**src/design/ldiv_pkg.sv**
```systemverilog
`default_nettype none

package ldiv_pkg;

   localparam int NUM_WIDTH = 32;
   localparam int DEN_WIDTH = 32;

   typedef struct packed {
      logic                 valid;
      logic                 neg;
      logic [DEN_WIDTH-1:0] den;
      logic [NUM_WIDTH-1:0] num;
      logic [NUM_WIDTH-1:0] quo;
      logic [DEN_WIDTH-1:0] rem;
   } ldiv_cell_type;

endpackage

`default_nettype wire

```
**src/design/ldiv_front.sv**
```systemverilog
`default_nettype none

module ldiv_front import ldiv_pkg::*; (
   input  wire logic                 clock,
   input  wire logic                 reset,
   input  wire logic                 accept,
   input  wire logic                 signed_mode,
   input  wire logic [NUM_WIDTH-1:0] dividend_bits,
   input  wire logic [DEN_WIDTH-1:0] divisor,
   output      ldiv_cell_type        cell_out
);

   ldiv_cell_type front_ff;
   ldiv_cell_type front_in;

   always_comb begin
      front_in       = '0;
      front_in.valid = accept;
      front_in.neg   = signed_mode & dividend_bits[NUM_WIDTH-1];
      front_in.den   = divisor;
      front_in.num   = front_in.neg ? (~dividend_bits + NUM_WIDTH'(1)) : dividend_bits;
      front_in.quo   = '0;
      front_in.rem   = '0;
   end

   always_ff @(posedge clock) begin
      if (reset) begin
         front_ff.valid <= 1'b0;
      end else begin
         front_ff.valid <= front_in.valid;
      end
      front_ff.neg <= front_in.neg;
      front_ff.den <= front_in.den;
      front_ff.num <= front_in.num;
      front_ff.quo <= front_in.quo;
      front_ff.rem <= front_in.rem;
   end

   assign cell_out = front_ff;

endmodule

`default_nettype wire

```
**config.mk**
```make
export PLATFORM = sky130hd
export DESIGN_NAME = ldiv_front
export DESIGN_NICKNAME = d
export VERILOG_FILES = /design/src/design/ldiv_pkg.sv /design/src/design/ldiv_front.sv
export SDC_FILE = /design/constraint.sdc
export NUM_CORES = 1
export LEC_CHECK = 0
export ABC_AREA = 1
export BUFFER_PORTS_ARGS = -buffer_cell sky130_fd_sc_hd__clkbuf_2
export CORE_ASPECT_RATIO = 0.7
export CORE_UTILIZATION = 45
export DETAILED_ROUTE_END_ITERATION = 10
export PLACE_DENSITY = 0.86
export SLEW_MARGIN = 10
export SYNTH_ARGS = -nofsm -noshare
export SYNTH_HDL_FRONTEND = slang
export SYNTH_SLANG_ARGS = --single-unit
```
**constraint.sdc**
```tcl
create_clock -name clock -period 2.71 [get_ports clock]
set_input_delay 0.4065 -clock clock [delete_from_list [all_inputs] [get_ports clock]]
set_output_delay 0.4065 -clock clock [all_outputs]
set_load 0.1 [all_outputs]
```
* Word level (Yosys, flattened, before mapping) *
Cells that the tools add are included.

operators by class
  add/subtract/negate cells = 1
  multipliers = 0
  div/mod/pow operators = 0
  magnitude comparators = 0
  equal/unequal tests = 0
  shifts and indexed selects = 0
  mux-type cells = 1
  bitwise operators = 2
  reduce and logical (&&, ||, !) cells = 0

operators by type and width
  cell                                                              count
  32-bit by 1-bit adder with 32-bit output (second input constant)  1
  32-bit two-way mux                                                1
  32-bit NOT                                                        1
  1-bit AND                                                         1

storage, ports and cells
  bits in registers = 66
  bits in latches = 0
  memory bits (writable) = 0
  ROM bits = 0
  memories = 0

* Logic depth before layout (Yosys ltp) *
  depth in word-level cells = 3
  depth in mapped cells = 9
  gate-level depth less buffers = 9

* Least setup slack after synthesis *
OpenSTA, ideal clock, no wires.

  kind = input -> register
  start = in dividend_bits[0]
  end = reg front_ff, in the netlist cell_out[76]
  library setup time = 0.118 ns
  arrival time = 1.197 ns
  data required time = 2.592 ns
  setup slack = 1.395 ns
  stages = 7
  path through = inv_1 -> ha_1 -> nand2_1 -> nor2_2 -> nor2_2 -> nor2_2 -> xnor2_1

RTL lines
  item             RTL line          RTL
  start, declared  ldiv_front.sv:8   input wire logic [NUM_WIDTH-1:0] dividend_bits,
  end, declared    ldiv_front.sv:13  ldiv_cell_type front_ff;

* Final worst setup path *
  start = reg front_ff, in the netlist cell_out[78]
  end = out cell_out[78] in the netlist's numbering

RTL lines
  item           RTL line          RTL
  end, declared  ldiv_front.sv:10  output ldiv_cell_type cell_out

No word-level cell between the ends.

==> results by group <==
Run status
  – Status: complete, but fails checks
  – Violated checks: DRC

Detailed routing
  – Via density per instance: 4.29
  – Count of antenna-violating nets left after detailed routing: 0
  – Post-detailed-routing wire length: 6700 um
  – Detailed Routing Iterations Pass 1: 8
  – Initial DRC Count: 129
  – Routed wire length per instance: 11.6 um
  – # DRC: 25
  – Vias after detailed routing: 2482

Worst setup path
  – Sort of element at the end of the critical path: output port
  – Worst Path Required: 2300 ps
  – Ordered list of cells on the worst path: clkbuf_2
  – Critical path launch point type: flip-flop
  – Standard cell with the maximum stage delay on the critical path: sky130_fd_sc_hd__clkbuf_2
  – Slowest stage delay, CP: 480 ps
  – Critical path buffers and inverters: 1
  – Crit Path Max Fanout: 1
  – Arrival time at the worst endpoint: between 1000 and 1500 ps
  – Type of the worst setup path: flip-flop to output port
  – Family of cells with the greatest summed delay on the critical path: buffers and inverters

Placed design
  – Total instance count after detailed placement: ~560
  – Area after detailed placement: 3380 um^2
  – Post-detailed-placement half-perimeter wirelength: 5460 um
  – Port Buf Inserts: about 130
  – Setup slack at placement: 966 ps
  – Final weighted congestion of routability-driven global placement: 0.873

Pwr
  – Maximum resistive drop on vdd: 391 uV
  – Share of power burned in the clock network: 0.306
  – Post-layout power: approximately 3.3 mW
  – Combinational group share of total power: 0.373
  – Leakage power: 1.99 nW
  – Switch Pwr: approximately 1.5 mW
  – Sequential share of power: 0.321
  – Power per cell area: 921 nW/um^2
  – Internal: ~1.8 mW
  – Net Sw Frac: 0.455

Synth
  – Number of unique standard cell types used by synthesis: 20
  – Sequential element share of the synthesized area: 0.458
  – Number of synthesized register bits: 66
  – Main area contributors after synthesis: sky130_fd_sc_hd__dfxtp_1 (46%), sky130_fd_sc_hd__buf_4 (17%), sky130_fd_sc_hd__nand2_1 (11%)
  – Summed instance area of the synthesized netlist: 2890 um^2
  – Post-synthesis cell count: roughly 360
  – Top cell type's share of synthesized area: 0.458
  – Synthesized area divided by synthesized cell count: 8.04 um^2
  – Most area-hungry cell type in the Yosys netlist: sky130_fd_sc_hd__dfxtp_1
  – Total of warnings raised by yosys: 0

Hold path
  – Class of the tightest hold or removal check: primary input to flip-flop

Cells and area
  – Fin cells: between 500 and 600
  – Post-route cell area: between 3000 and 4000 um^2
  – Flip-flop count of the largest register after layout: 66
  – Most common cell after layout, fill and taps aside: sky130_fd_sc_hd__clkbuf_2
  – Nets@finish: about 570
  – Top library cells by usage in the layout, fill and taps aside: sky130_fd_sc_hd__clkbuf_2 (133), sky130_fd_sc_hd__nand2_1 (88), sky130_fd_sc_hd__dfxtp_1 (66), sky130_fd_sc_hd__conb_1 (64), sky130_fd_sc_hd__nor2_1 (45)
  – Final core area utilization: 0.610
  – ANT cells: 0
  – Area growth from synthesis to layout: 25.8%
  – Fraction of layout cells with a size suffix above 1: 0.339

Clocking
  – Clock Tree Root: sky130_fd_sc_hd__clkbuf_8
  – CTS max path bufs: 2
  – Hold Buf Count CTS: 0
  – Clock tree from TritonCTS: done
  – H-tree depth reported by CTS: 3
  – Sink count of the clock tree: 66
  – Post-CTS clock slew at the launch and capture registers of the worst setup and hold paths: 80 ps
  – Number of gates resized after CTS: 0
  – Total CTS buffers: 9
  – Postcts setup bufs: 0

Job
  – Max capacitance violation total: 0

Floorplanning
  – Starting density of the core: 0.484
  – Overall die height: 69.0 um
  – Total number of placement rows: 23
  – Horizontal extent of the die: 97.7 um
  – Area inside the core boundary: 5960 um^2
  – Number of placed I/O pins: 198
  – Full die area: around 6700 um^2

Timing
  – Maximum clock frequency: about 0.62 GHz
  – Remaining max-slew budget at the tightest pin: 0.631
  – Setup tns final: 0 ps
  – Final count of negative-setup-slack endpoints: 0
  – Final hold slack: 163 ps
  – Final Cycle Share: 0.597
  – Unrepaired setup endpoints after global routing: false
  – Minimum clock period after layout: 1620 ps
  – Measured slew at the worst slew-check pin: around 560 ps
  – Final Max Tran Viols: 0
  – Hold violation total from the final report: 0
  – Setup ws final: 1090 ps

GRT
  – Via count of the first global-routing pass: 2053
  – Largest net degree at the start of global routing: 25
  – Gr ovfl total: 0
  – Total GRT Usage: 0.189
  – Global-route wire length before repair: 9480 um
  – Antenna violations before repair: 0
-- kinds of logic after synthesis --
logic type	count (synthesis)	synth area share
compound gates	17	0.0347
xor+xnor	14	0.0425
fa+ha+maj	1	0.00434
buf+inv	91	0.205
flops	66	0.458
other cells	1	0.00130
simple gates	169	0.255
-- final timing paths --
check | from | end | slack (ps) | cells past startpoint
worst max-delay path | cell_out[78] | cell_out[78] | 1090 | 1
worst min-delay path | divisor[7] | cell_out[103] | 160 | 1
-- layout make-up --
type,count,area (um^2)
Clock buffer,10,138
Clock inverter,6,113
Fill cell,535,2330
Inverter,24,90.1
Multi-Input combinational cell,265,1210
Sequential cell,66,1320
Tap cell,75,93.8
Timing Repair Buffer,133,666
-- power by group through the flow --
stage / Clock [mW] / Sequential (mW) / Combinational [mW]
floorplan: 0 / 1.67 / 0.577
global placement: 0 / 1.09 / 1.24
detailed placement: 0 / 1.10 / 1.25
CTS: 1.04 / 1.07 / 1.25
global route: 1.08 / 1.08 / 1.29
finish: 1.02 / 1.07 / 1.25
-- cells in the mapped netlist --
| cell type | number |
|---|---|
| sky130_fd_sc_hd__nand2_1 | 88 |
| sky130_fd_sc_hd__buf_4 | 66 |
| sky130_fd_sc_hd__dfxtp_1 | 66 |
| sky130_fd_sc_hd__nor2_1 | 45 |
| sky130_fd_sc_hd__inv_1 | 23 |
| sky130_fd_sc_hd__nand3_1 | 16 |
| sky130_fd_sc_hd__o21ai_0 | 9 |
| sky130_fd_sc_hd__nor2_2 | 8 |
| sky130_fd_sc_hd__xor2_1 | 8 |
| sky130_fd_sc_hd__nor2_4 | 6 |
| sky130_fd_sc_hd__xnor2_1 | 6 |
| sky130_fd_sc_hd__o21ai_2 | 4 |
| sky130_fd_sc_hd__a21oi_1 | 3 |
| sky130_fd_sc_hd__nand2_2 | 3 |
| sky130_fd_sc_hd__nand4_1 | 3 |
| sky130_fd_sc_hd__buf_2 | 1 |
| sky130_fd_sc_hd__conb_1 | 1 |
| sky130_fd_sc_hd__ha_1 | 1 |
| sky130_fd_sc_hd__inv_2 | 1 |
| sky130_fd_sc_hd__o21ai_1 | 1 |
-- layer usage --
metal | up-vias | share of wire | GRT usage
met5 | - | 0 | 0
met4 | 0 | 0.0094 | 0.0871
met3 | 7 | 0.11 | 0.0665
met2 | 152 | 0.46 | 0.318
met1 | 1067 | 0.42 | 0.223
li1 | 1256 | - | -
(Power assumes the default switching activity.)
