### src/design/ldiv_pkg.sv
`default_nettype none

package ldiv_pkg;

   localparam int NUM_WIDTH = 32;
   localparam int DEN_WIDTH = 32;

   typedef struct packed {
      logic                 valid;
      logic                 neg;
      logic [DEN_WIDTH-1:0] den;
      logic [NUM_WIDTH-1:0] num;
      logic [NUM_WIDTH-1:0] quo;
      logic [DEN_WIDTH-1:0] rem;
   } ldiv_cell_type;

endpackage

`default_nettype wire

### src/design/ldiv_back.sv
`default_nettype none

module ldiv_back import ldiv_pkg::*; (
   input  wire logic                 clock,
   input  wire logic                 reset,
   input  wire ldiv_cell_type        cell_in,
   output      logic                 strobe,
   output      logic [NUM_WIDTH-1:0] quotient_bits
);

   logic                 strobe_ff;
   logic [NUM_WIDTH-1:0] quotient_ff;
   logic [NUM_WIDTH-1:0] quotient_in;

   assign quotient_in = cell_in.neg ? (~cell_in.quo + NUM_WIDTH'(1)) : cell_in.quo;

   always_ff @(posedge clock) begin
      if (reset) begin
         strobe_ff <= 1'b0;
      end else begin
         strobe_ff <= cell_in.valid;
      end
   end

   always_ff @(posedge clock) begin
      quotient_ff <= quotient_in;
   end

   assign strobe        = strobe_ff;
   assign quotient_bits = quotient_ff;

endmodule

`default_nettype wire

### config.mk
export PLATFORM = sky130hd
export DESIGN_NAME = ldiv_back
export DESIGN_NICKNAME = d
export VERILOG_FILES = /design/src/design/ldiv_pkg.sv /design/src/design/ldiv_back.sv
export SDC_FILE = /design/constraint.sdc
export NUM_CORES = 1
export LEC_CHECK = 0
export ABC_AREA = 1
export ABC_CLOCK_PERIOD_IN_PS = 2200
export BUFFER_PORTS_ARGS = -buffer_cell sky130_fd_sc_hd__buf_2
export CORE_MARGIN = 2
export CORE_UTILIZATION = 39
export DETAILED_ROUTE_END_ITERATION = 6
export PLACE_DENSITY_LB_ADDON = 0.15
export SKIP_LAST_GASP = 1
export SYNTH_ARGS = -nofsm -noshare
export SYNTH_HDL_FRONTEND = slang
export SYNTH_SLANG_ARGS = --single-unit
### constraint.sdc
create_clock -name clock -period 2.2 [get_ports clock]
set_input_delay 0.11 -clock clock [delete_from_list [all_inputs] [get_ports clock]]
set_output_delay 0.11 -clock clock [all_outputs]
set_load 0.01 [all_outputs]
Word level (Yosys, flattened, before mapping):

Cells that the tools add are included.

* register bits: 33
* input bits: 132
* output and inout bits: 33
* word-level logic and storage cells: 5

* add/sub/neg operators: 1
* multiplexer cells: 1
* bitwise logic cells: 1

Operators with widths (count)
* adder 32 x 1 -> 32 bit, second input constant: 1
* two-way mux 32 bit: 1
* NOT 32 bit: 1

Depth between registers and ports, before layout:

Gate-level depths: netlist of the first run.

* depth after elaboration: 3
* mapped depth: 9

Worst setup path before layout of the first run:

No wires, ideal clock.

* path kind: input port to flip-flop
* start point: input cell_in[32] (netlist bit)
* end point: register quotient_ff[12] (netlist: quotient_bits[12])
* data arrival time: 0.900 ns
* required time: 2.082 ns
* path slack: 1.181 ns
* cell stages on the path: 7
* cells stage by stage: inv_1 > ha_1 > nand2_1 > nor2_2 > nor2_2 > nor2_2 > xnor2_1

* word-level cells in the longest chain between the ends: 3

Ends and longest elaborated chain
* start: declaration: line ldiv_back.sv:6 `input wire ldiv_cell_type cell_in,`
* NOT 32 bit: line ldiv_back.sv:15 `assign quotient_in = cell_in.neg ? (~cell_in.quo + NUM_WIDTH'(1)) : cell_in.quo;`
* adder 32 x 1 -> 32 bit: line ldiv_back.sv:15
* two-way mux 32 bit: line ldiv_back.sv:15
* via quotient_in[12]: line ldiv_back.sv:13 `logic [NUM_WIDTH-1:0] quotient_in;`
* end signal: assignment: line ldiv_back.sv:26 `quotient_ff <= quotient_in;`
* end: declaration: line ldiv_back.sv:12 `logic [NUM_WIDTH-1:0] quotient_ff;`

The timed path passes the listed nets, and every way through them passes these cells.
A chain may end at the register's enable or synchronous reset.

Worst setup path in the final report of the first run:

* start point: input cell_in[32] (netlist bit)
* end point: register quotient_ff[18] (netlist: quotient_bits[18])

The elaborated chain is that of the path after synthesis.

==> summary.md, run 1 <==
| Metric | Value |
|---|---|
| Sum Neg Setup Slack | `0 ns` |
| Final period util | `69.51%` |
| Area share of the largest cell type after synthesis | `38.60%` |
| Largest net degree at the start of global routing | `20` |
| Wire per inst | `~12 µm` |
| # diodes | `0` |
| Row count | `24` |
| Crit path from | `cell_in[32]` |
| Clock Sinks | `33` |
| Routed wire length | `4.551 mm` |
| Clock Path Buffers | `2` |
| Antenna violations before repair | `0` |
| Hold_sp | `cell_in[38]` |
| Fraction of layout cells with a size suffix above 1 | `between 20% and 30%` |
| Gpl congestion | `around 0.90` |
| Power per cell area | `between 700 and 800 nW/µm²` |
| DP HPWL | `around 3.7 mm` |
| Mapped Nets | `390` |
| Hold Fails Final Rpt | `0` |
| HP Class | `in -> reg` |
| CP cell instances | `dlygate4sd3_1 > buf_2 > inv_1 > ha_1 > nand2_1 > nor2_2 > nor2_2 > nor2_4 > nand2_1 > nand2_1 > nand2_1` |
| Worst-path clk slew | `0.07 ns` |
| Die Span Y | `70.25 µm` |
| Die area | `roughly 5000 µm²` |
| Peak Freq | `653.9 MHz` |
| Worst Tran Pin Value | `0.3167 ns` |
| Min Hold Slack | `0.04933 ns` |
| Crit-path max FO | `5` |
| Die width | `approximately 70 µm` |
| Area leader, netlist | `dfxtp_1` |
| H-tree depth | `2` |
| Startpoint Class | `input port` |
| Global Route Usage Sum | `roughly a fifth` |
| Seq/Total Area, Yosys | `38.60%` |
| Crit path required time | `2.38 ns` |
| Clock buffer count from CTS | `5` |
| Synth Warn # | `0` |
| Synth cell types | `22` |
| Slew HR | `78.67%` |
| I/O Pins | `~170` |
| Vias | `~1.8k` |
| Core area | `4294 µm²` |
| Seq cells post-synth | `33` |
| CTS tree | `done` |
| GRT overflow | `0` |
| Vias/cell | `4.594` |
| Worst vdd ir | `around 0.00043 V` |
| Max-Cap Viols | `0` |
| Kind of critical path | `in -> reg` |
| Netlist Area Pre-Place | `approximately 1700 µm²` |
| Slowest stage cell, crit path | `dlygate4sd3_1` |
| Lkg Pwr | `~1.1 nW` |
| Crit path DAT | `approximately 1.7 ns` |
| First-pass DRT Iterations | `4` |
| Most Frequent Cell on Critical Path | `nand2_1` |
| Setup Viol. Count Final | `0` |
| Area contributors post-synth | `dfxtp_1 (39%), nand2_1 (20%), nor2_1 (9.6%), xnor2_1 (5.1%), inv_1 (4.4%)` |
| Post-synthesis instance total | `~260` |
| PortBufs | `a little under 70` |
| Vias in the first global route | `around 1.7k` |
| Crit-path max cell delay | `about 0.55 ns` |
| Post-CTS setup buffers | `0` |
| Fin nets | `between 400 and 500` |
| Antenna-violating nets left | `0` |
| Unrepaired setup endpoints after global routing | `no` |
| Critical Path End Type | `flip-flop` |
| Starting density of the core | `about two fifths` |
| Area Growth Syn to Fin | `31.43%` |
| Max Slew Vio Count | `0` |
| Min Tclk post-route | `1.529 ns` |
| Root Buffer | `clkbuf_8` |
| Status | `complete, no violations` |
| DRT iter0 DRCs | `slightly above 90` |
| First-pass GRT wire length | `between 7 and 8 mm` |
| Syn avg cell area | `roughly 6.7 µm²` |
| # DRC | `0` |
## path summary, 6_finish.rpt
| path | endpoint | slack, ns | cells past startpoint |
|---|---|---|---|
| setup / recovery | quotient_bits[18] | 0.67 | 11 |
| hold / removal | quotient_bits[6] | 0.05 | 2 |
## per-layer routing
metal	vias up	wire (µm)	GRT usage, %
met5	-	0	0
met4	0	70	7.051
met3	4	264	4.473
met2	58	2178	33.65
met1	763	2038	24.62
li1	939	-	-
## cell families after synthesis
family	Yosys count	share of synthesized area (%)
AOI/OAI and AO/OA	13	4.386
xor gates and xnor gates	15	7.675
adders and majority gates	1	0.7309
buffers and inverters	25	6.286
DFF	33	38.60
and+or+nand+nor	170	42.32
## cell usage after synthesis (all sizes together)
cell type,n
nand2,94
dfxtp,33
ha,1
nand3b,2
inv,21
xor2,5
a21oi,2
xnor2,10
o211ai,1
nand3,15
nand4,2
o21ai,10
buf,4
nor2,57
## layout make-up
class | instances | area [µm²]
well taps | 52 | 65.06
fillers | 463 | 2044
clock inverters | 3 | 65.06
repair buffers | 71 | 367.9
inverters | 21 | 78.83
multi-input cells | 199 | 943.4
clock buffers | 5 | 68.82
flip-flops and latches | 33 | 660.6
## flip-flops by register name (all words and copies together) (netlist names)
name,flops
strobe,1
quotient_bits,32
## stage by stage
stage / setup WS (ns) / util (%) / instance area, µm² / std cells / power (mW)
after floorplan: 1.181 / - / 1712 / 257 / 0.8417
after global placement: 0.9504 / 48.81 / 2096 / 374 / 0.9724
after detailed placement: 0.9305 / 48.81 / 2096 / 374 / 0.9755
after CTS: 0.6867 / 52.39 / 2250 / 384 / 1.663
after global routing: 0.4976 / 52.39 / 2250 / 384 / 1.724
final: 0.6708 / 52.39 / 2250 / 384 / 1.635
## cells in the final DEF, fill, tap and decap left out
cell and instances:
dlygate4sd3_1 2, nand2_1 91, clkinv_2 1, o21ai_0 6, xor2_1 5, xnor2_1 10
inv_2 1, nor2_1 44, nand3b_1 2, a21oi_1 2, nor2_4 3, nand3_1 15
nand2_2 3, clkbuf_8 5, nand4_1 2, inv_1 20, o21ai_1 2, o211ai_1 1
o21ai_2 2, dfxtp_1 33, nor2_2 10, buf_2 68, ha_1 1, bufinv_16 2
buf_4 1
## worst max-delay path, delay by kind of cell
kind / cells / cell delay [ns]
AND/OR/NAND/NOR: 7 / 0.67
buffers and inverters: 3 / 0.74
adder cells (fa/ha/maj): 1 / 0.19
## what timing repair did
item | CTS | global route
endpoints found under the hold margin | 2 | 0
hold buffers | 2 | 0
setup endpoints to repair | 0 | 0
resized for setup | 0 | 0
## where the power goes
part           switching (mW)  internal (mW)
logic                   0.174          0.119
clock network           0.222          0.450
registers              0.0151          0.654
total                   0.411           1.22
No activity file was read; power rests on OpenSTA's default activity.
==> run 2, diff against run 1 <==
--- a/config.mk
+++ b/config.mk
@@ -6,10 +6,10 @@
 export NUM_CORES = 1
 export LEC_CHECK = 0
 export ABC_AREA = 1
-export ABC_CLOCK_PERIOD_IN_PS = 2200
+export ABC_CLOCK_PERIOD_IN_PS = 1500
 export BUFFER_PORTS_ARGS = -buffer_cell sky130_fd_sc_hd__buf_2
 export CORE_MARGIN = 2
-export CORE_UTILIZATION = 39
+export CORE_UTILIZATION = 36
 export DETAILED_ROUTE_END_ITERATION = 6
 export PLACE_DENSITY_LB_ADDON = 0.15
 export SKIP_LAST_GASP = 1
==> constraint.sdc (replaced) <==
create_clock -name clock -period 1.5 [get_ports clock]
set_input_delay 0.075 -clock clock [delete_from_list [all_inputs] [get_ports clock]]
set_output_delay 0.075 -clock clock [all_outputs]
set_load 0.01 [all_outputs]
==> run 2 against run 1 <==
Combinational power increased by 49%. Hold slack got worse by 0.036 ns. Largest cell class unchanged. Final cell count is 0.52% higher. Flip-flop and latch count unchanged. Non-clock buffer count is the same. Sequential power rose by 46%. Critical path type unchanged. Die area is 7.8% higher. Global-route usage is 2.0 points lower. Sequential share of layout area increased by 0.13 points. First-iteration DRC count is 30% lower. Via count is 0.57% higher. Total power grew 31%.
==> summary.md, run 2 (synthesized netlist as in run 1, its figures left out) <==
| Metric | Value |
|---|---|
| Die area | `5322 µm² (+7.8%)` |
| Clock Path Buffers | `2 (unchanged)` |
| Final period util | `between 90 and 100%` |
| Min Tclk post-route | `roughly 1.4 ns` |
| Row count | `25 (+4.2%)` |
| Placed cell count | `376 (+0.53%)` |
| Core area | `4661 µm² (+8.5%)` |
| Commonest non-fill, non-tap cell in the layout | `nand2_1` |
| First-pass DRT Iterations | `4 (unchanged)` |
| Layout Cells excl Fill | `386 (+0.52%)` |
| Most frequent cells in the layout | `nand2_1 (90), buf_2 (68), nor2_1 (44)` |
| Global Route Usage Sum | `17.87% (-2.0 points)` |
| Crit path required time | `1.68 ns (-0.70 ns)` |
| DRT iter0 DRCs | `65 (-30%)` |
| Gpl congestion | `0.8720 (-2.6%)` |
| Area Growth Syn to Fin | `30.85%` |
| Most Frequent Cell on Critical Path | `nand2_1` |
| Crit path DAT | `1.58 ns (-0.13 ns)` |
| Crit path from | `cell_in[32]` |
| Antenna-violating nets left | `0 (unchanged)` |
| CTS tree | `done` |
| Critical Path End Type | `flip-flop` |
| Largest net degree at the start of global routing | `19 (-5.0%)` |
| Wire per inst | `11.51 µm (-2.9%)` |
| Fraction of layout cells with a size suffix above 1 | `29.82% (+0.90 points)` |
| Kind of critical path | `in -> reg` |
| Max-Cap Viols | `0 (unchanged)` |
| HP Class | `in -> reg` |
| Power per cell area | `957.7 nW/µm² (+32%)` |
| Vias/cell | `4.596 (about the same)` |
| Slowest stage cell, crit path | `dlygate4sd3_1` |
| H-tree depth | `2 (unchanged)` |
| Max Slew Vio Count | `0 (unchanged)` |
| Clock buffer count from CTS | `5 (unchanged)` |
| PortBufs | `68 (unchanged)` |
| # DRC | `0 (unchanged)` |
| Hold_sp | `cell_in[36]` |
| Crit-path max cell delay | `0.53 ns (-0.02 ns)` |
| CP cell instances | `dlygate4sd3_1 > buf_2 > inv_2 > ha_4 > nand2_2 > nor2_2 > nor2_2 > nor2_4 > nand2_1 > nand2_1 > nand2_1` |
| Crit-path max FO | `5 (unchanged)` |
| DP HPWL | `3.620 mm (-2.6%)` |
| Lkg Pwr | `1.110 nW (-1.2%)` |
| Slew HR | `79.24% (+0.58 points)` |
| First-pass GRT wire length | `7.231 mm (-5.5%)` |
| Startpoint Class | `input port` |
| I/O Pins | `165 (unchanged)` |
| Routed wire length | `4.442 mm (-2.4%)` |
| Worst setup path end | `quotient_bits[18]` |
| Clock Sinks | `33 (unchanged)` |
| Die Span Y | `72.96 µm (+3.9%)` |
| Vias | `1,774 (+0.57%)` |
| Worst Tran Pin Value | `0.3113 ns (-0.005341 ns)` |
| Antenna violations before repair | `0 (unchanged)` |
| # diodes | `0 (unchanged)` |
| Status | `complete, no violations` |
| Hold Fails Final Rpt | `0 (unchanged)` |
| GRT overflow | `0 (unchanged)` |
| Worst vdd ir | `0.0003349 V (-23%)` |
| Root Buffer | `clkbuf_8` |
| Worst-path clk slew | `0.06 ns (about the same)` |
| Hold depth | `2 (unchanged)` |
| Final Power | `2.145 mW (+31%)` |
| Starting density of the core | `36.72% (-3.1 points)` |
| Finished Core Util | `48.05% (-4.3 points)` |
| Setup Viol. Count Final | `0 (unchanged)` |
| Vias in the first global route | `1,539 (-8.6%)` |
| Die width | `72.96 µm (+3.9%)` |
| Post-CTS setup buffers | `0 (unchanged)` |
| Largest register FFs | `32 (unchanged)` |
| Fin nets | `464 (unchanged)` |
| Peak Freq | `716.8 MHz` |
-- run 2: cell types whose count changed in the layout (fill, tap and decap cells not counted), sizes merged --
cell    change
bufinv      -2
clkbuf      +2
-- run 2: metrics by stage --
stage / hold slack (ns) / area (µm²) / worst slack, ns / TNS (ns)
2_1_floorplan: 0.1027 / 1712 / 0.5165 / 0
3_3_place_gp: 0.1977 / 2098 / 0.2827 / 0
3_5_place_dp: 0.1997 / 2098 / 0.2536 / 0
4_1_cts: 0.009192 / 2220 / 0.01209 / 0
5_1_grt: 0.01336 / 2240 / -0.005095 / -0.005095
6_report: 0.01324 / 2240 / 0.1050 / 0
-- run 2: repair_timing --
| action | CTS | global route |
|---|---|---|
| endpoints found under the hold margin | 2 | 0 |
| endpoints found under the setup margin | 0 | 11 |
| hold buffers | 2 | 0 |
| gates resized for setup | 0 | 5 |
-- run 2: worst min-delay path by stage --
stage | end | slack (ns)
after floorplan | quotient_bits[0] | 0.10
after global placement | quotient_bits[0] | 0.20
after detailed placement | quotient_bits[0] | 0.20
after CTS | quotient_bits[4] | 0.009
after global routing | quotient_bits[4] | 0.01
final | quotient_bits[4] | 0.01
-- run 2: where the power goes --
group	total, mW	internal [mW]	switching, mW
sequential	0.977	0.960	0.0167
clock	0.731	0.414	0.316
combinational	0.438	0.178	0.260
total	2.14	1.55	0.593
-- run 2: critical path, delay by kind of cell --
kind	cells	cell delay, ns
buf+inv	3	0.73
simple gates	7	0.64
fa+ha+maj	1	0.14
-- run 2: layer usage --
layer / vias to the layer above / track usage [%] / routed length, µm
li1: 939 / - / -
met1: 765 / 24.49 / 2107
met2: 62 / 26.36 / 1932
met3: 8 / 4.834 / 284
met4: 0 / 7.613 / 118
met5: - / 0 / 0
-- run 2: area by class of cell --
cell class | count | area, µm²
Clock buffer | 7 | 96.34
Clock inverter | 1 | 5.005
Multi-Input combinational cell | 199 | 963.4
Inverter | 21 | 78.83
Timing Repair Buffer | 71 | 367.9
Tap cell | 54 | 67.56
Sequential cell | 33 | 660.6
Fill cell | 532 | 2421
