$ cat config.mk
export PLATFORM = sky130hd
export DESIGN_NAME = ldiv_cell
export DESIGN_NICKNAME = d
export VERILOG_FILES = /design/src/design/ldiv_pkg.sv /design/src/design/ldiv_cell.sv
export SDC_FILE = /design/constraint.sdc
export NUM_CORES = 1
export LEC_CHECK = 0
export ABC_AREA = 1
export BUFFER_PORTS_ARGS = -buffer_cell sky130_fd_sc_hd__buf_4
export CAP_MARGIN = 20
export CORE_MARGIN = 2
export CORE_UTILIZATION = 47
export DETAILED_ROUTE_END_ITERATION = 8
export PLACE_DENSITY = 0.8
export SLEW_MARGIN = 10
export SYNTH_ARGS = -nofsm -noshare
export SYNTH_HDL_FRONTEND = slang
export SYNTH_SLANG_ARGS = --single-unit
$ cat constraint.sdc
create_clock -name clock -period 1.9 [get_ports clock]
set_input_delay 0.19 -clock clock [delete_from_list [all_inputs] [get_ports clock]]
set_output_delay 0.19 -clock clock [all_outputs]
set_load 0.05 [all_outputs]
$ cat src/design/ldiv_pkg.sv
`default_nettype none

package ldiv_pkg;

   localparam int NUM_WIDTH = 32;
   localparam int DEN_WIDTH = 32;

   typedef struct packed {
      logic                 valid;
      logic                 neg;
      logic [DEN_WIDTH-1:0] den;
      logic [NUM_WIDTH-1:0] num;
      logic [NUM_WIDTH-1:0] quo;
      logic [DEN_WIDTH-1:0] rem;
   } ldiv_cell_type;

endpackage

`default_nettype wire

$ cat src/design/ldiv_cell.sv
`default_nettype none

module ldiv_cell import ldiv_pkg::*; (
   input  wire logic          clock,
   input  wire logic          reset,
   input  wire ldiv_cell_type cell_in,
   output      ldiv_cell_type cell_out
);

   ldiv_cell_type        cell_ff;
   ldiv_cell_type        cell_in_next;
   logic [DEN_WIDTH:0]   window;
   logic [DEN_WIDTH:0]   diff;
   logic                 fits;

   always_comb begin
      window = {cell_in.rem, cell_in.num[NUM_WIDTH-1]};
      diff   = window - {1'b0, cell_in.den};
      fits   = (window >= {1'b0, cell_in.den});

      cell_in_next       = cell_in;
      cell_in_next.rem   = fits ? diff[DEN_WIDTH-1:0] : window[DEN_WIDTH-1:0];
      cell_in_next.num   = {cell_in.num[NUM_WIDTH-2:0], 1'b0};
      cell_in_next.quo   = {cell_in.quo[NUM_WIDTH-2:0], fits};
   end

   always_ff @(posedge clock) begin
      if (reset) begin
         cell_ff.valid <= 1'b0;
      end else begin
         cell_ff.valid <= cell_in_next.valid;
      end
      cell_ff.neg <= cell_in_next.neg;
      cell_ff.den <= cell_in_next.den;
      cell_ff.num <= cell_in_next.num;
      cell_ff.quo <= cell_in_next.quo;
      cell_ff.rem <= cell_in_next.rem;
   end

   assign cell_out = cell_ff;

endmodule

`default_nettype wire

=== Yosys cells after proc, flatten, opt, wreduce, memory -nomap -nowiden ===
Index checks and enable logic that the tools add are counted.

* Input port bits: 132
* Bits in registers: 129
* Logic and storage cells: 9
* Output and inout port bits: 130

* Add/subtract/negate cells: 1
* Multiplexer cells: 1
* Magnitude comparators: 1

{| class="wikitable"
|+ Operator list
! cell !! count
|-
| greater-or-equal comparator 33 x 32 -> 1 bit || 1
|-
| two-way mux 32 bit || 1
|-
| subtractor 32 bit || 1
|}

=== Logic depth before layout (Yosys ltp) ===
Gate-level depths: netlist of run 1.

* Word-level depth: 2
* Depth in mapped cells: 17
* Mapped depth without buffers: 15

=== Least setup slack after synthesis of run 1 ===
No wires, ideal clock.

* Path type: input port to flip-flop
* Start point: input cell_in[95] in the netlist's numbering
* End point: register cell_ff, in the netlist cell_out[16]
* Path buffers: 0
* Data arrival time: 1550 ps
* Data required time: 1787 ps
* Library setup time: 113 ps
* Stages: 13
* Slack: 236 ps
* Path through: inv_1 ha_1 fa_1 inv_1 nand3_1 nand3_1 nand2_1 nand3_1 nand3_1 nand2_1 nand2_1 nand3_1 nand2_1

{| class="wikitable"
|+ RTL lines
! element !! RTL line !! RTL
|-
| start: declaration || ldiv_cell.sv:6 || <nowiki>input wire ldiv_cell_type cell_in,</nowiki>
|-
| end: declaration || ldiv_cell.sv:10 || <nowiki>ldiv_cell_type cell_ff;</nowiki>
|}

==> impl_table.tex, run 1 <==
\begin{tabular}{lr}
\hline
Metric & Value \\
\hline
\multicolumn{2}{l}{\textbf{Cells and area}} \\
Fraction of the core area covered by cells at the end of the flow & 85.70\% \\
Ratio of cells with drive above 1 in the final layout & 32.21\% \\
Total Nets Final & 1425 \\
Number of diodes & 0 \\
Most common cell after layout, fill and taps aside & sky130\_fd\_sc\_hd\_\_buf\_4 \\
Flip-flop count of the largest register, all copies and words added & 129 \\
Commonest cells after routing, fill and taps aside & sky130\_fd\_sc\_hd\_\_buf\_4, sky130\_fd\_sc\_hd\_\_nand2\_1, sky130\_fd\_sc\_hd\_\_inv\_1, sky130\_fd\_sc\_hd\_\_dfxtp\_1, sky130\_fd\_sc\_hd\_\_dlygate4sd3\_1 \\
Area growth syn-to-layout & 79.47\% \\
\multicolumn{2}{l}{\textbf{Routing}} \\
Average via count per standard cell & 5.343 \\
Mean routed wirelength per cell & 20.82 um \\
Count of TritonRoute iterations in the first routing pass & 9 \\
Total Wirelength & 29570 um \\
Post-route ant nets & 0 \\
Number of vias after detailed routing & 7587 \\
Count of routing violations after the opening detailed-route iteration & 1011 \\
Final routed DRC violation total & 2 \\
\multicolumn{2}{l}{\textbf{Place}} \\
Half-perimeter wire length of the detailed placement result & 15100 um \\
Count of buffers from port buffering & 259 \\
GP Congestion & 0.8872 \\
\multicolumn{2}{l}{\textbf{Critical path}} \\
Max Fanout on Critical Path & 30 \\
Critical path data arrival time & 2.29 ns \\
Worst setup path category & in2reg \\
Required time reported for the critical path endpoint & 2.28 ns \\
Critical Path End Type & flip-flop \\
Startpoint type of the worst setup path & input pin \\
\multicolumn{2}{l}{\textbf{Yosys}} \\
YS warnings & 0 \\
Netlist area before placement & 5712 um2 \\
Asr flop ratio synth & 0\% \\
Synthesized netlist net count & 948 \\
Average cell area after synthesis & 7.295 um2 \\
Yosys cell types & 29 \\
Fraction of synthesized cell area taken by the top area cell type & 45.21\% \\
Leading register cell type out of synthesis & sky130\_fd\_sc\_hd\_\_dfxtp\_1 \\
Biggest area consumer among synthesized cells & sky130\_fd\_sc\_hd\_\_dfxtp\_1 \\
Synthesized instance count & 783 \\
Biggest area contributors in the synthesized netlist & sky130\_fd\_sc\_hd\_\_dfxtp\_1, sky130\_fd\_sc\_hd\_\_nand2\_1, sky130\_fd\_sc\_hd\_\_inv\_1, sky130\_fd\_sc\_hd\_\_ha\_1, sky130\_fd\_sc\_hd\_\_nand3\_1 \\
Number of synthesized register bits & 129 \\
Sequential element share of the synthesized area & 45.21\% \\
Number of flops mapped to enable cells by yosys & 0 \\
\multicolumn{2}{l}{\textbf{STA}} \\
Post-route fraction of the period consumed by the critical path & 100.3\% \\
Peak Freq & 0.5248 GHz \\
Hold violation total from the final report & 0 \\
Worst-case hold slack & 0.02752 ns \\
Time the final worst path needs with I/O delays and setup & 1.905 ns \\
Final setup violation count & 1 \\
Slew Viols, Final & 0 \\
Final Worst Setup Slack & -0.005325 ns \\
\multicolumn{2}{l}{\textbf{Floorplanning}} \\
Die outline width & 114.2 um \\
Die area & 13050 um2 \\
Die boundary height & 114.2 um \\
Number of I/O pins & 262 \\
Initial standard-cell utilization of the core & 47.75\% \\
Row count & 40 \\
Core Footprint & 11960 um2 \\
\multicolumn{2}{l}{\textbf{Power and ir drop}} \\
Switching share of total power & 37.43\% \\
Register share of total power & 31.9\% \\
Combinational fraction of design power & 33.6\% \\
VDD IR-drop max & 0.6222 mV \\
Internal power & 6001 uW \\
Pwr/cell area & 935.7 nW/um2 \\
Total design power & 9592 uW \\
Power dissipated by switching net loads & 3591 uW \\
Clock network fraction of total power & 34.5\% \\
Static leakage & 0.005700 uW \\
\multicolumn{2}{l}{\textbf{Min path}} \\
Kind of path behind the tightest hold check & in2reg \\
\multicolumn{2}{l}{\textbf{Global route}} \\
Number of antenna violations at the first check in global routing & 0 \\
Global-route wire length before repair & 44340 um \\
Most used routing layer in global routing & met2 \\
Met1 GRT Util & 48.89\% \\
GR Overflow Total & 0 \\
Vias in the first global route & 7791 \\
Met2 track demand over resource in global routing & 72.38\% \\
Maximum number of pins on one net before global-route repair & 31 \\
Global routing usage on met3 & 17.36\% \\
Total global-route track usage & 45.35\% \\
\multicolumn{2}{l}{\textbf{Clock tree}} \\
Clk buf depth & 2 \\
Clock edge transition at the registers on the reported setup and hold paths & 0.07 ns \\
Max H-tree Level & 4 \\
Clock tree from TritonCTS & done \\
Number of clock sinks & 129 \\
Clock buffers created by TritonCTS & 17 \\
Clk root buf & sky130\_fd\_sc\_hd\_\_clkbuf\_16 \\
Count of buffers added by post-CTS timing repair for setup & 0 \\
\multicolumn{2}{l}{\textbf{Job}} \\
Number of max-capacitance violations reported & 0 \\
\multicolumn{2}{l}{\textbf{Status}} \\
Violated checks & design-rule violations, negative setup slack \\
Run status & finished with violations \\
\hline
\end{tabular}
==> metrics by stage <==
stage            TNS, ns  setup slack (ns)  cell area, um2  std cells
6_report       -0.005325         -0.005325           10250       1420
3_5_place_dp      -5.524           -0.2081            8478       1270
2_1_floorplan          0            0.2364            5712        783
3_3_place_gp      -5.755           -0.1945            8478       1270
4_1_cts                0            0.2052           10230       1420
5_1_grt         -0.07813          -0.02966           10250       1420
==> layer usage <==
| metal | vias to the layer above | part of all wire [%] |
|---|---|---|
| li1 | 3294 | - |
| met4 | 0 | 8.7 |
| met2 | 692 | 45 |
| met5 | - | 0 |
| met3 | 244 | 12 |
| met1 | 3357 | 35 |
==> area by class of cell <==
class | count | area (um2)
multi-input cells | 493 | 2487
clock inverters | 13 | 128.9
flip-flops and latches | 129 | 2582
fillers | 579 | 1710
clock buffers | 19 | 442.9
repair buffers | 466 | 3844
inverters | 153 | 581.8
well taps | 147 | 183.9
==> logic make-up after synthesis <==
kind of cell / synth area share, %
buf+inv: 11.50
fa+ha+maj: 7.360
other cells: 0.06565
compound gates: 2.278
flops: 45.21
xor+xnor: 2.147
simple gates: 31.44
==> power by group through the flow <==
stage	Sequential (uW)	Combinational (uW)	Clock [uW]
after floorplan	3950	773	0
after global placement	3080	2720	0
after detailed placement	3080	2750	0
after CTS	3030	2970	3210
after global routing	3070	3340	3410
final	3060	3220	3310
==> path summary, 6_finish.rpt <==
path,endpoint,depth (start not counted),start,slack [ns]
max,cell_out[15],16,cell_in[111],-0.005
min,cell_out[0],3,cell_in[95],0.03
==> synthesized netlist by cell type, types with 3 or more instances <==
cell,count
sky130_fd_sc_hd__dfxtp_1,129
sky130_fd_sc_hd__nor2_2,6
sky130_fd_sc_hd__and2_1,8
sky130_fd_sc_hd__nor3_1,6
sky130_fd_sc_hd__a21oi_1,21
sky130_fd_sc_hd__nor2_1,35
sky130_fd_sc_hd__nand2_1,297
sky130_fd_sc_hd__nand3_1,37
sky130_fd_sc_hd__ha_1,32
sky130_fd_sc_hd__nand2_4,3
sky130_fd_sc_hd__inv_1,151
sky130_fd_sc_hd__buf_6,6
sky130_fd_sc_hd__nand2_2,11
sky130_fd_sc_hd__nand3b_1,10
sky130_fd_sc_hd__xor2_1,13
==> timing repair <==
action                                  4_1_cts  5_1_grt
hold buffers                                118        0
endpoints found under the setup margin        0       30
endpoints found under the hold margin       117        0
gates resized for setup                       0        6
==> critical path, cell delays in order <==
cell                      delay (ns)
sky130_fd_sc_hd__buf_4          0.09
sky130_fd_sc_hd__inv_1          0.06
sky130_fd_sc_hd__ha_1           0.40
sky130_fd_sc_hd__nand2_1        0.20
sky130_fd_sc_hd__inv_1          0.07
sky130_fd_sc_hd__nand2_1        0.09
sky130_fd_sc_hd__nand2_1        0.12
sky130_fd_sc_hd__inv_1          0.09
sky130_fd_sc_hd__nand2_1        0.07
sky130_fd_sc_hd__inv_1          0.11
sky130_fd_sc_hd__nand2_4        0.07
sky130_fd_sc_hd__nand2_4        0.08
sky130_fd_sc_hd__nand2_8        0.13
sky130_fd_sc_hd__inv_8          0.24
sky130_fd_sc_hd__nand2_1        0.14
sky130_fd_sc_hd__nand2_1        0.12
Note: power is estimated with default switching activity, not from simulation.
==> run 2, diff against run 1 <==
--- a/config.mk
+++ b/config.mk
@@ -9,9 +9,9 @@
 export BUFFER_PORTS_ARGS = -buffer_cell sky130_fd_sc_hd__buf_4
 export CAP_MARGIN = 20
 export CORE_MARGIN = 2
-export CORE_UTILIZATION = 47
+export CORE_UTILIZATION = 42
 export DETAILED_ROUTE_END_ITERATION = 8
-export PLACE_DENSITY = 0.8
+export PLACE_DENSITY = 0.76
 export SLEW_MARGIN = 10
 export SYNTH_ARGS = -nofsm -noshare
 export SYNTH_HDL_FRONTEND = slang
==> constraint.sdc (replaced) <==
create_clock -name clock -period 1.7 [get_ports clock]
set_input_delay 0.17 -clock clock [delete_from_list [all_inputs] [get_ports clock]]
set_output_delay 0.17 -clock clock [all_outputs]
set_load 0.05 [all_outputs]
==> impl_table.tex, run 2 (synthesis gave the netlist of run 1 again) <==
\begin{tabular}{lr}
\hline
Metric & Value \\
\hline
\multicolumn{2}{l}{\textbf{Status}} \\
Run status & finished clean \\
\multicolumn{2}{l}{\textbf{Cells and area}} \\
Area growth syn-to-layout & 81.34\% \\
Finished layout cell area & 10360 um2 (+1.0\%) \\
Filler cell count in the final layout & 936 (+62\%) \\
Commonest cells after routing, fill and taps aside & sky130\_fd\_sc\_hd\_\_buf\_4, sky130\_fd\_sc\_hd\_\_nand2\_1, sky130\_fd\_sc\_hd\_\_inv\_1, sky130\_fd\_sc\_hd\_\_dfxtp\_1, sky130\_fd\_sc\_hd\_\_dlygate4sd3\_1 \\
Total Nets Final & 1443 (+1.3\%) \\
Most common cell after layout, fill and taps aside & sky130\_fd\_sc\_hd\_\_buf\_4 \\
Ratio of cells with drive above 1 in the final layout & 33.72\% (+1.5 points) \\
Flip-flop count of the largest register, all copies and words added & 129 (unchanged) \\
Non-filler instance count after layout & 1467 (+3.3\%) \\
Fraction of the core area covered by cells at the end of the flow & 78.21\% (-7.5 points) \\
\multicolumn{2}{l}{\textbf{STA}} \\
Peak Freq & 0.6001 GHz \\
Final TNS setup & 0 ns (+0.005325 ns) \\
Final setup violation count & 0 (-1) \\
Hold violation total from the final report & 0 (unchanged) \\
Final Worst Setup Slack & 0.03364 ns (+0.03896 ns) \\
Post-route fraction of the period consumed by the critical path & 98.02\% \\
Time the final worst path needs with I/O delays and setup & 1.666 ns \\
Slew Viols, Final & 0 (unchanged) \\
\multicolumn{2}{l}{\textbf{Clock tree}} \\
Number of clock sinks & 129 (unchanged) \\
Clk buf depth & 2 (unchanged) \\
Clk root buf & sky130\_fd\_sc\_hd\_\_clkbuf\_16 \\
Max H-tree Level & 4 (unchanged) \\
Clock tree from TritonCTS & done \\
Count of buffers added by post-CTS timing repair for setup & 0 (unchanged) \\
Clock buffers created by TritonCTS & 17 (unchanged) \\
Clock edge transition at the registers on the reported setup and hold paths & 0.06 ns (about the same) \\
\multicolumn{2}{l}{\textbf{Min path}} \\
Kind of path behind the tightest hold check & in2reg \\
Number of cells traversed by the worst hold path & 4 (+1) \\
WHS Endpoint & cell\_out[24] \\
Startpoint of the most critical hold path & cell\_in[23] \\
\multicolumn{2}{l}{\textbf{Power and ir drop}} \\
Static leakage & 0.005735 uW (+0.62\%) \\
VDD IR-drop max & 0.7464 mV (+20\%) \\
Pwr/cell area & 987.0 nW/um2 (+5.5\%) \\
\multicolumn{2}{l}{\textbf{Routing}} \\
Post-route ant nets & 0 (unchanged) \\
Average via count per standard cell & 4.624 (-13\%) \\
Count of routing violations after the opening detailed-route iteration & 451 (-55\%) \\
Number of vias after detailed routing & 6783 (-11\%) \\
Mean routed wirelength per cell & 17.03 um (-18\%) \\
Total Wirelength & 24990 um (-15\%) \\
Final routed DRC violation total & 0 (-2) \\
Count of TritonRoute iterations in the first routing pass & 5 (-4) \\
\multicolumn{2}{l}{\textbf{Place}} \\
GP Congestion & 0.9927 (+12\%) \\
DP Area & 8622 um2 (+1.7\%) \\
Count of buffers from port buffering & 259 (unchanged) \\
Half-perimeter wire length of the detailed placement result & 15650 um (+3.6\%) \\
Pre-CTS setup slack & -0.4395 ns (-0.2313 ns) \\
Number of cells after detailed placement & 1320 (+3.9\%) \\
\multicolumn{2}{l}{\textbf{Floorplanning}} \\
Die outline width & 120.6 um (+5.6\%) \\
Die area & 14550 um2 (+11\%) \\
Number of I/O pins & 262 (unchanged) \\
Die boundary height & 120.6 um (+5.6\%) \\
Core Footprint & 13240 um2 (+11\%) \\
Initial standard-cell utilization of the core & 43.13\% (-4.6 points) \\
Row count & 42 (+5.0\%) \\
\multicolumn{2}{l}{\textbf{Critical path}} \\
Startpoint type of the worst setup path & input pin \\
Critical Path End Type & flip-flop \\
Required time reported for the critical path endpoint & 2.07 ns (-0.21 ns) \\
Worst setup path category & in2reg \\
Max Fanout on Critical Path & 15 (-50\%) \\
Critical path data arrival time & 2.04 ns (-0.25 ns) \\
\multicolumn{2}{l}{\textbf{Global route}} \\
Global-route wire length before repair & 37500 um (-15\%) \\
Maximum number of pins on one net before global-route repair & 31 (unchanged) \\
GR Overflow Total & 0 (unchanged) \\
Total global-route track usage & 34.41\% (-11 points) \\
Number of antenna violations at the first check in global routing & 1 (+1) \\
Vias in the first global route & 6825 (-12\%) \\
\multicolumn{2}{l}{\textbf{Job}} \\
Number of max-capacitance violations reported & 0 (unchanged) \\
\hline
\end{tabular}
-- run 2: cell types whose count changed in the layout (fill, tap and decap cells not counted), sizes merged --
cell,delta
buf,+21
inv,-4
clkinvlp,+3
dlygate4sd3,-3
bufinv,-1
clkinv,+1
diode,+1
-- run 2: worst max-delay path by stage --
| stage | from | endpoint | slack, ns | cells past startpoint |
|---|---|---|---|---|
| 2_1_floorplan | cell_in[95] | cell_out[16] | 0.06 | 13 |
| 3_3_place_gp | cell_in[22] | cell_out[24] | -0.44 | 13 |
| 3_5_place_dp | cell_in[21] | cell_out[24] | -0.44 | 13 |
| 4_1_cts | cell_in[21] | cell_out[24] | 0.006 | 13 |
| 5_1_grt | cell_in[109] | cell_out[29] | -0.05 | 12 |
| 6_report | cell_in[109] | cell_out[24] | 0.03 | 14 |
-- run 2: worst max-delay path, cell delays in order --
cell and delay (ns):
sky130_fd_sc_hd__buf_4 0.09, sky130_fd_sc_hd__inv_1 0.06, sky130_fd_sc_hd__ha_1 0.40, sky130_fd_sc_hd__nand2_1 0.13, sky130_fd_sc_hd__nor2_2 0.17, sky130_fd_sc_hd__nand2_1 0.09
sky130_fd_sc_hd__nor2_2 0.15, sky130_fd_sc_hd__nand2_1 0.09, sky130_fd_sc_hd__nand3_1 0.09, sky130_fd_sc_hd__nor2_2 0.07, sky130_fd_sc_hd__nand2_8 0.10, sky130_fd_sc_hd__buf_6 0.18
sky130_fd_sc_hd__nand3_1 0.15, sky130_fd_sc_hd__nand2_1 0.09
-- run 2: timing repair --
| action | in CTS | in global routing |
|---|---|---|
| hold buffers | 115 | 0 |
| setup endpoints to repair | 0 | 32 |
| hold endpoints to repair | 114 | 0 |
| resized for setup | 0 | 13 |
-- run 2: routing by layer --
| metal | vias up | GRT usage (%) | routed length (um) | part of all wire, % |
|---|---|---|---|---|
| li1 | 3324 | - | - | - |
| met1 | 3069 | 38.84 | 9775 | 39 |
| met2 | 310 | 58.02 | 11880 | 48 |
| met3 | 80 | 9.764 | 1979 | 7.9 |
| met4 | 0 | 19.69 | 1348 | 5.4 |
| met5 | - | 0 | 0 | 0 |
-- run 2: power breakdown --
group,internal [uW],switching [uW]
Sequential,3300,100
Combinational,1340,2110
Clock,1890,1480
Total,6530,3690
-- run 2: final cells by class --
class,count,area [um2],area share (%)
Sequential cell,129,2582,24.93
Antenna cell,1,2.502,0.02416
Multi-Input combinational cell,493,2510,24.23
Inverter,153,581.8,5.617
Tap cell,176,220.2,2.126
Timing Repair Buffer,484,3929,37.93
Clock inverter,12,88.84,0.8577
Clock buffer,19,442.9,4.276
-- run 2: metrics by stage --
| stage | total power, uW | hold slack [ns] |
|---|---|---|
| 6_report | 10220 | 0.04102 |
| 5_1_grt | 10570 | 0.04494 |
| 4_1_cts | 10050 | 0.03128 |
| 3_5_place_dp | 6539 | 0.2756 |
| 3_3_place_gp | 6504 | 0.2745 |
| 2_1_floorplan | 5277 | 0.1977 |
==> run 3, diff against run 2 <==
--- a/config.mk
+++ b/config.mk
@@ -8,10 +8,12 @@
 export ABC_AREA = 1
 export BUFFER_PORTS_ARGS = -buffer_cell sky130_fd_sc_hd__buf_4
 export CAP_MARGIN = 20
+export CELL_PAD_IN_SITES_DETAIL_PLACEMENT = 0
+export CELL_PAD_IN_SITES_GLOBAL_PLACEMENT = 2
 export CORE_MARGIN = 2
-export CORE_UTILIZATION = 42
+export CORE_UTILIZATION = 22
 export DETAILED_ROUTE_END_ITERATION = 8
-export PLACE_DENSITY = 0.76
+export PLACE_DENSITY_LB_ADDON = 0.1
 export SLEW_MARGIN = 10
 export SYNTH_ARGS = -nofsm -noshare
 export SYNTH_HDL_FRONTEND = slang
==> impl_table.tex, run 3 (synthesis gave the netlist of run 1 again) <==
\begin{tabular}{lr}
\hline
Metric & Value \\
\hline
\multicolumn{2}{l}{\textbf{Status}} \\
Run status & finished clean \\
\multicolumn{2}{l}{\textbf{Global route}} \\
Global-route wire length before repair & 32050 um (-15\%) \\
Maximum number of pins on one net before global-route repair & 31 (unchanged) \\
Vias in the first global route & 6283 (-7.9\%) \\
Total global-route track usage & 15.37\% (-19 points) \\
GR Overflow Total & 0 (unchanged) \\
Number of antenna violations at the first check in global routing & 0 (-1) \\
\multicolumn{2}{l}{\textbf{Clock tree}} \\
Max H-tree Level & 4 (unchanged) \\
Clock tree from TritonCTS & done \\
Clk buf depth & 2 (unchanged) \\
Clock edge transition at the registers on the reported setup and hold paths & 0.06 ns (about the same) \\
Clk root buf & sky130\_fd\_sc\_hd\_\_clkbuf\_16 \\
Clock buffers created by TritonCTS & 17 (unchanged) \\
Number of clock sinks & 129 (unchanged) \\
\multicolumn{2}{l}{\textbf{Power and ir drop}} \\
Power dissipated by switching net loads & 3685 uW (-0.21\%) \\
Combinational fraction of design power & 31.9\% (-1.8 points) \\
Total design power & 10610 uW (+3.7\%) \\
Register share of total power & 31.8\% (-1.5 points) \\
Pwr/cell area & 984.7 nW/um2 (-0.24\%) \\
Clock network fraction of total power & 36.3\% (+3.3 points) \\
Static leakage & 0.005895 uW (+2.8\%) \\
VDD IR-drop max & 0.6284 mV (-16\%) \\
Switching share of total power & 34.75\% (-1.4 points) \\
Internal power & 6921 uW (+6.0\%) \\
\multicolumn{2}{l}{\textbf{Min path}} \\
Kind of path behind the tightest hold check & in2reg \\
WHS Endpoint & cell\_out[0] \\
Startpoint of the most critical hold path & cell\_in[95] \\
Number of cells traversed by the worst hold path & 3 (-1) \\
\multicolumn{2}{l}{\textbf{Critical path}} \\
Largest stage delay on the critical path & 0.41 ns (about the same) \\
Startpoint type of the worst setup path & input pin \\
Worst Path Buf+Inv & 3 (unchanged) \\
Standard cell with the maximum stage delay on the critical path & sky130\_fd\_sc\_hd\_\_fa\_1 \\
Top cell by count, worst path & sky130\_fd\_sc\_hd\_\_nand2\_1 \\
Required time reported for the critical path endpoint & 2.02 ns (-0.05 ns) \\
Critical Path End Type & flip-flop \\
Critical path data arrival time & 1.86 ns (-0.18 ns) \\
Cell-by-cell trace of the critical path & buf\_4 > inv\_1 > ha\_1 > fa\_1 > inv\_1 > nand2\_1 > nand3\_1 > nand2\_1 > nand2\_1 > nand2\_1 > nand2\_1 > nand2\_1 > nand3\_1 > nand2\_1 \\
Crit-path leading delay family & simple AND/OR/NAND/NOR gates \\
Max Fanout on Critical Path & 3 (-12) \\
Worst setup path category & in2reg \\
\multicolumn{2}{l}{\textbf{Cells and area}} \\
Finished layout cell area & 10770 um2 (+4.0\%) \\
Flip-flop count of the largest register, all copies and words added & 129 (unchanged) \\
Filler cell count in the final layout & 2680 (+190\%) \\
Total Nets Final & 1463 (+1.4\%) \\
Ratio of cells with drive above 1 in the final layout & 34.94\% (+1.2 points) \\
Fraction of the core area covered by cells at the end of the flow & 42.53\% (-36 points) \\
Number of diodes & 0 (-1) \\
Area growth syn-to-layout & 88.59\% \\
Most common cell after layout, fill and taps aside & sky130\_fd\_sc\_hd\_\_buf\_4 \\
Commonest cells after routing, fill and taps aside & sky130\_fd\_sc\_hd\_\_buf\_4, sky130\_fd\_sc\_hd\_\_nand2\_1, sky130\_fd\_sc\_hd\_\_inv\_1, sky130\_fd\_sc\_hd\_\_dfxtp\_1, sky130\_fd\_sc\_hd\_\_dlygate4sd3\_1 \\
\multicolumn{2}{l}{\textbf{Routing}} \\
Average via count per standard cell & 3.826 (-17\%) \\
Count of routing violations after the opening detailed-route iteration & 219 (-51\%) \\
Count of TritonRoute iterations in the first routing pass & 4 (-1) \\
Post-route ant nets & 0 (unchanged) \\
Number of vias after detailed routing & 6278 (-7.4\%) \\
Mean routed wirelength per cell & 12.89 um (-24\%) \\
Final routed DRC violation total & 0 (unchanged) \\
Total Wirelength & 21150 um (-15\%) \\
\multicolumn{2}{l}{\textbf{Place}} \\
GP Congestion & 0.8129 (-18\%) \\
Count of buffers from port buffering & 259 (unchanged) \\
DP Area & 8957 um2 (+3.9\%) \\
Half-perimeter wire length of the detailed placement result & 16370 um (+4.6\%) \\
Pre-CTS setup slack & -0.3977 ns (+0.04182 ns) \\
\multicolumn{2}{l}{\textbf{STA}} \\
Setup repair after global routing missed its margin & yes \\
Final Worst Setup Slack & 0.1547 ns (+0.1211 ns) \\
Time the final worst path needs with I/O delays and setup & 1.545 ns (-0.1211 ns) \\
Peak Freq & 0.6471 GHz (+7.8\%) \\
Slew Viols, Final & 0 (unchanged) \\
Final TNS setup & 0 ns (unchanged) \\
Hold violation total from the final report & 0 (unchanged) \\
Post-route fraction of the period consumed by the critical path & 90.90\% (-7.1 points) \\
Final setup violation count & 0 (unchanged) \\
\multicolumn{2}{l}{\textbf{Floorplanning}} \\
Die outline width & 165.1 um (+37\%) \\
Die area & 27270 um2 (+87\%) \\
Core Footprint & 25330 um2 (+91\%) \\
Row count & 58 (+38\%) \\
Initial standard-cell utilization of the core & 22.55\% (-21 points) \\
Die boundary height & 165.1 um (+37\%) \\
Number of I/O pins & 262 (unchanged) \\
\multicolumn{2}{l}{\textbf{Job}} \\
Number of max-capacitance violations reported & 0 (unchanged) \\
\hline
\end{tabular}
==> run 3: cell count changes in the layout (fill, tap and decap cells not counted), sizes merged <==
cell,delta
buf,+20
bufinv,+2
clkbuf,-1
clkinvlp,-6
diode,-1
inv,+6
==> run 3: repair_timing <==
item | in CTS | in global routing
setup buffers | 0 | 1
hold endpoints to repair | 114 | 0
setup endpoints to repair | 0 | 32
hold buffers | 115 | 0
gates resized for setup | 0 | 15
==> run 3: routing by layer <==
layer / track usage (%) / wire (um) / vias to the layer above
met5: 0 / 0 / -
met4: 3.874 / 206 / 0
met3: 3.197 / 1047 / 10
met2: 27.50 / 10610 / 143
met1: 18.71 / 9295 / 2761
li1: - / - / 3364
==> run 3: stage by stage <==
| step | hold slack [ns] | std cells |
|---|---|---|
| finish | 0.02935 | 1641 |
| global route | 0.02787 | 1641 |
| CTS | 0.01348 | 1640 |
| detailed placement | 0.2755 | 1493 |
| global placement | 0.2744 | 1493 |
| floorplan | 0.1977 | 783 |
==> run 3: final cells by class <==
| type | count | area [um2] | area share, % |
|---|---|---|---|
| Clock buffer | 18 | 439.2 | 4.077 |
| Clock inverter | 14 | 166.4 | 1.545 |
| Inverter | 153 | 581.8 | 5.401 |
| Multi-Input combinational cell | 493 | 2510 | 23.30 |
| Sequential cell | 129 | 2582 | 23.97 |
| Tap cell | 330 | 412.9 | 3.833 |
| Timing Repair Buffer | 504 | 4079 | 37.87 |
==> run 3: how the worst max path moves through the flow <==
stage | end | slack [ns] | cells past startpoint | start
after floorplan | cell_out[16] | 0.06 | 13 | cell_in[95]
after global placement | cell_out[16] | -0.39 | 14 | cell_in[95]
after detailed placement | cell_out[20] | -0.40 | 14 | cell_in[95]
after CTS | cell_out[16] | 0.05 | 14 | cell_in[95]
after global routing | cell_out[26] | -0.03 | 14 | cell_in[119]
final | cell_out[30] | 0.15 | 14 | cell_in[95]
==> run 3: power by group through the flow <==
stage / sequential [uW] / clock (uW) / combinational [uW]
2_1_floorplan: 4410 / 0 / 864
3_3_place_gp: 3440 / 0 / 3190
3_5_place_dp: 3440 / 0 / 3200
4_1_cts: 3370 / 3980 / 3410
5_1_grt: 3400 / 4140 / 3670
6_report: 3370 / 3850 / 3380
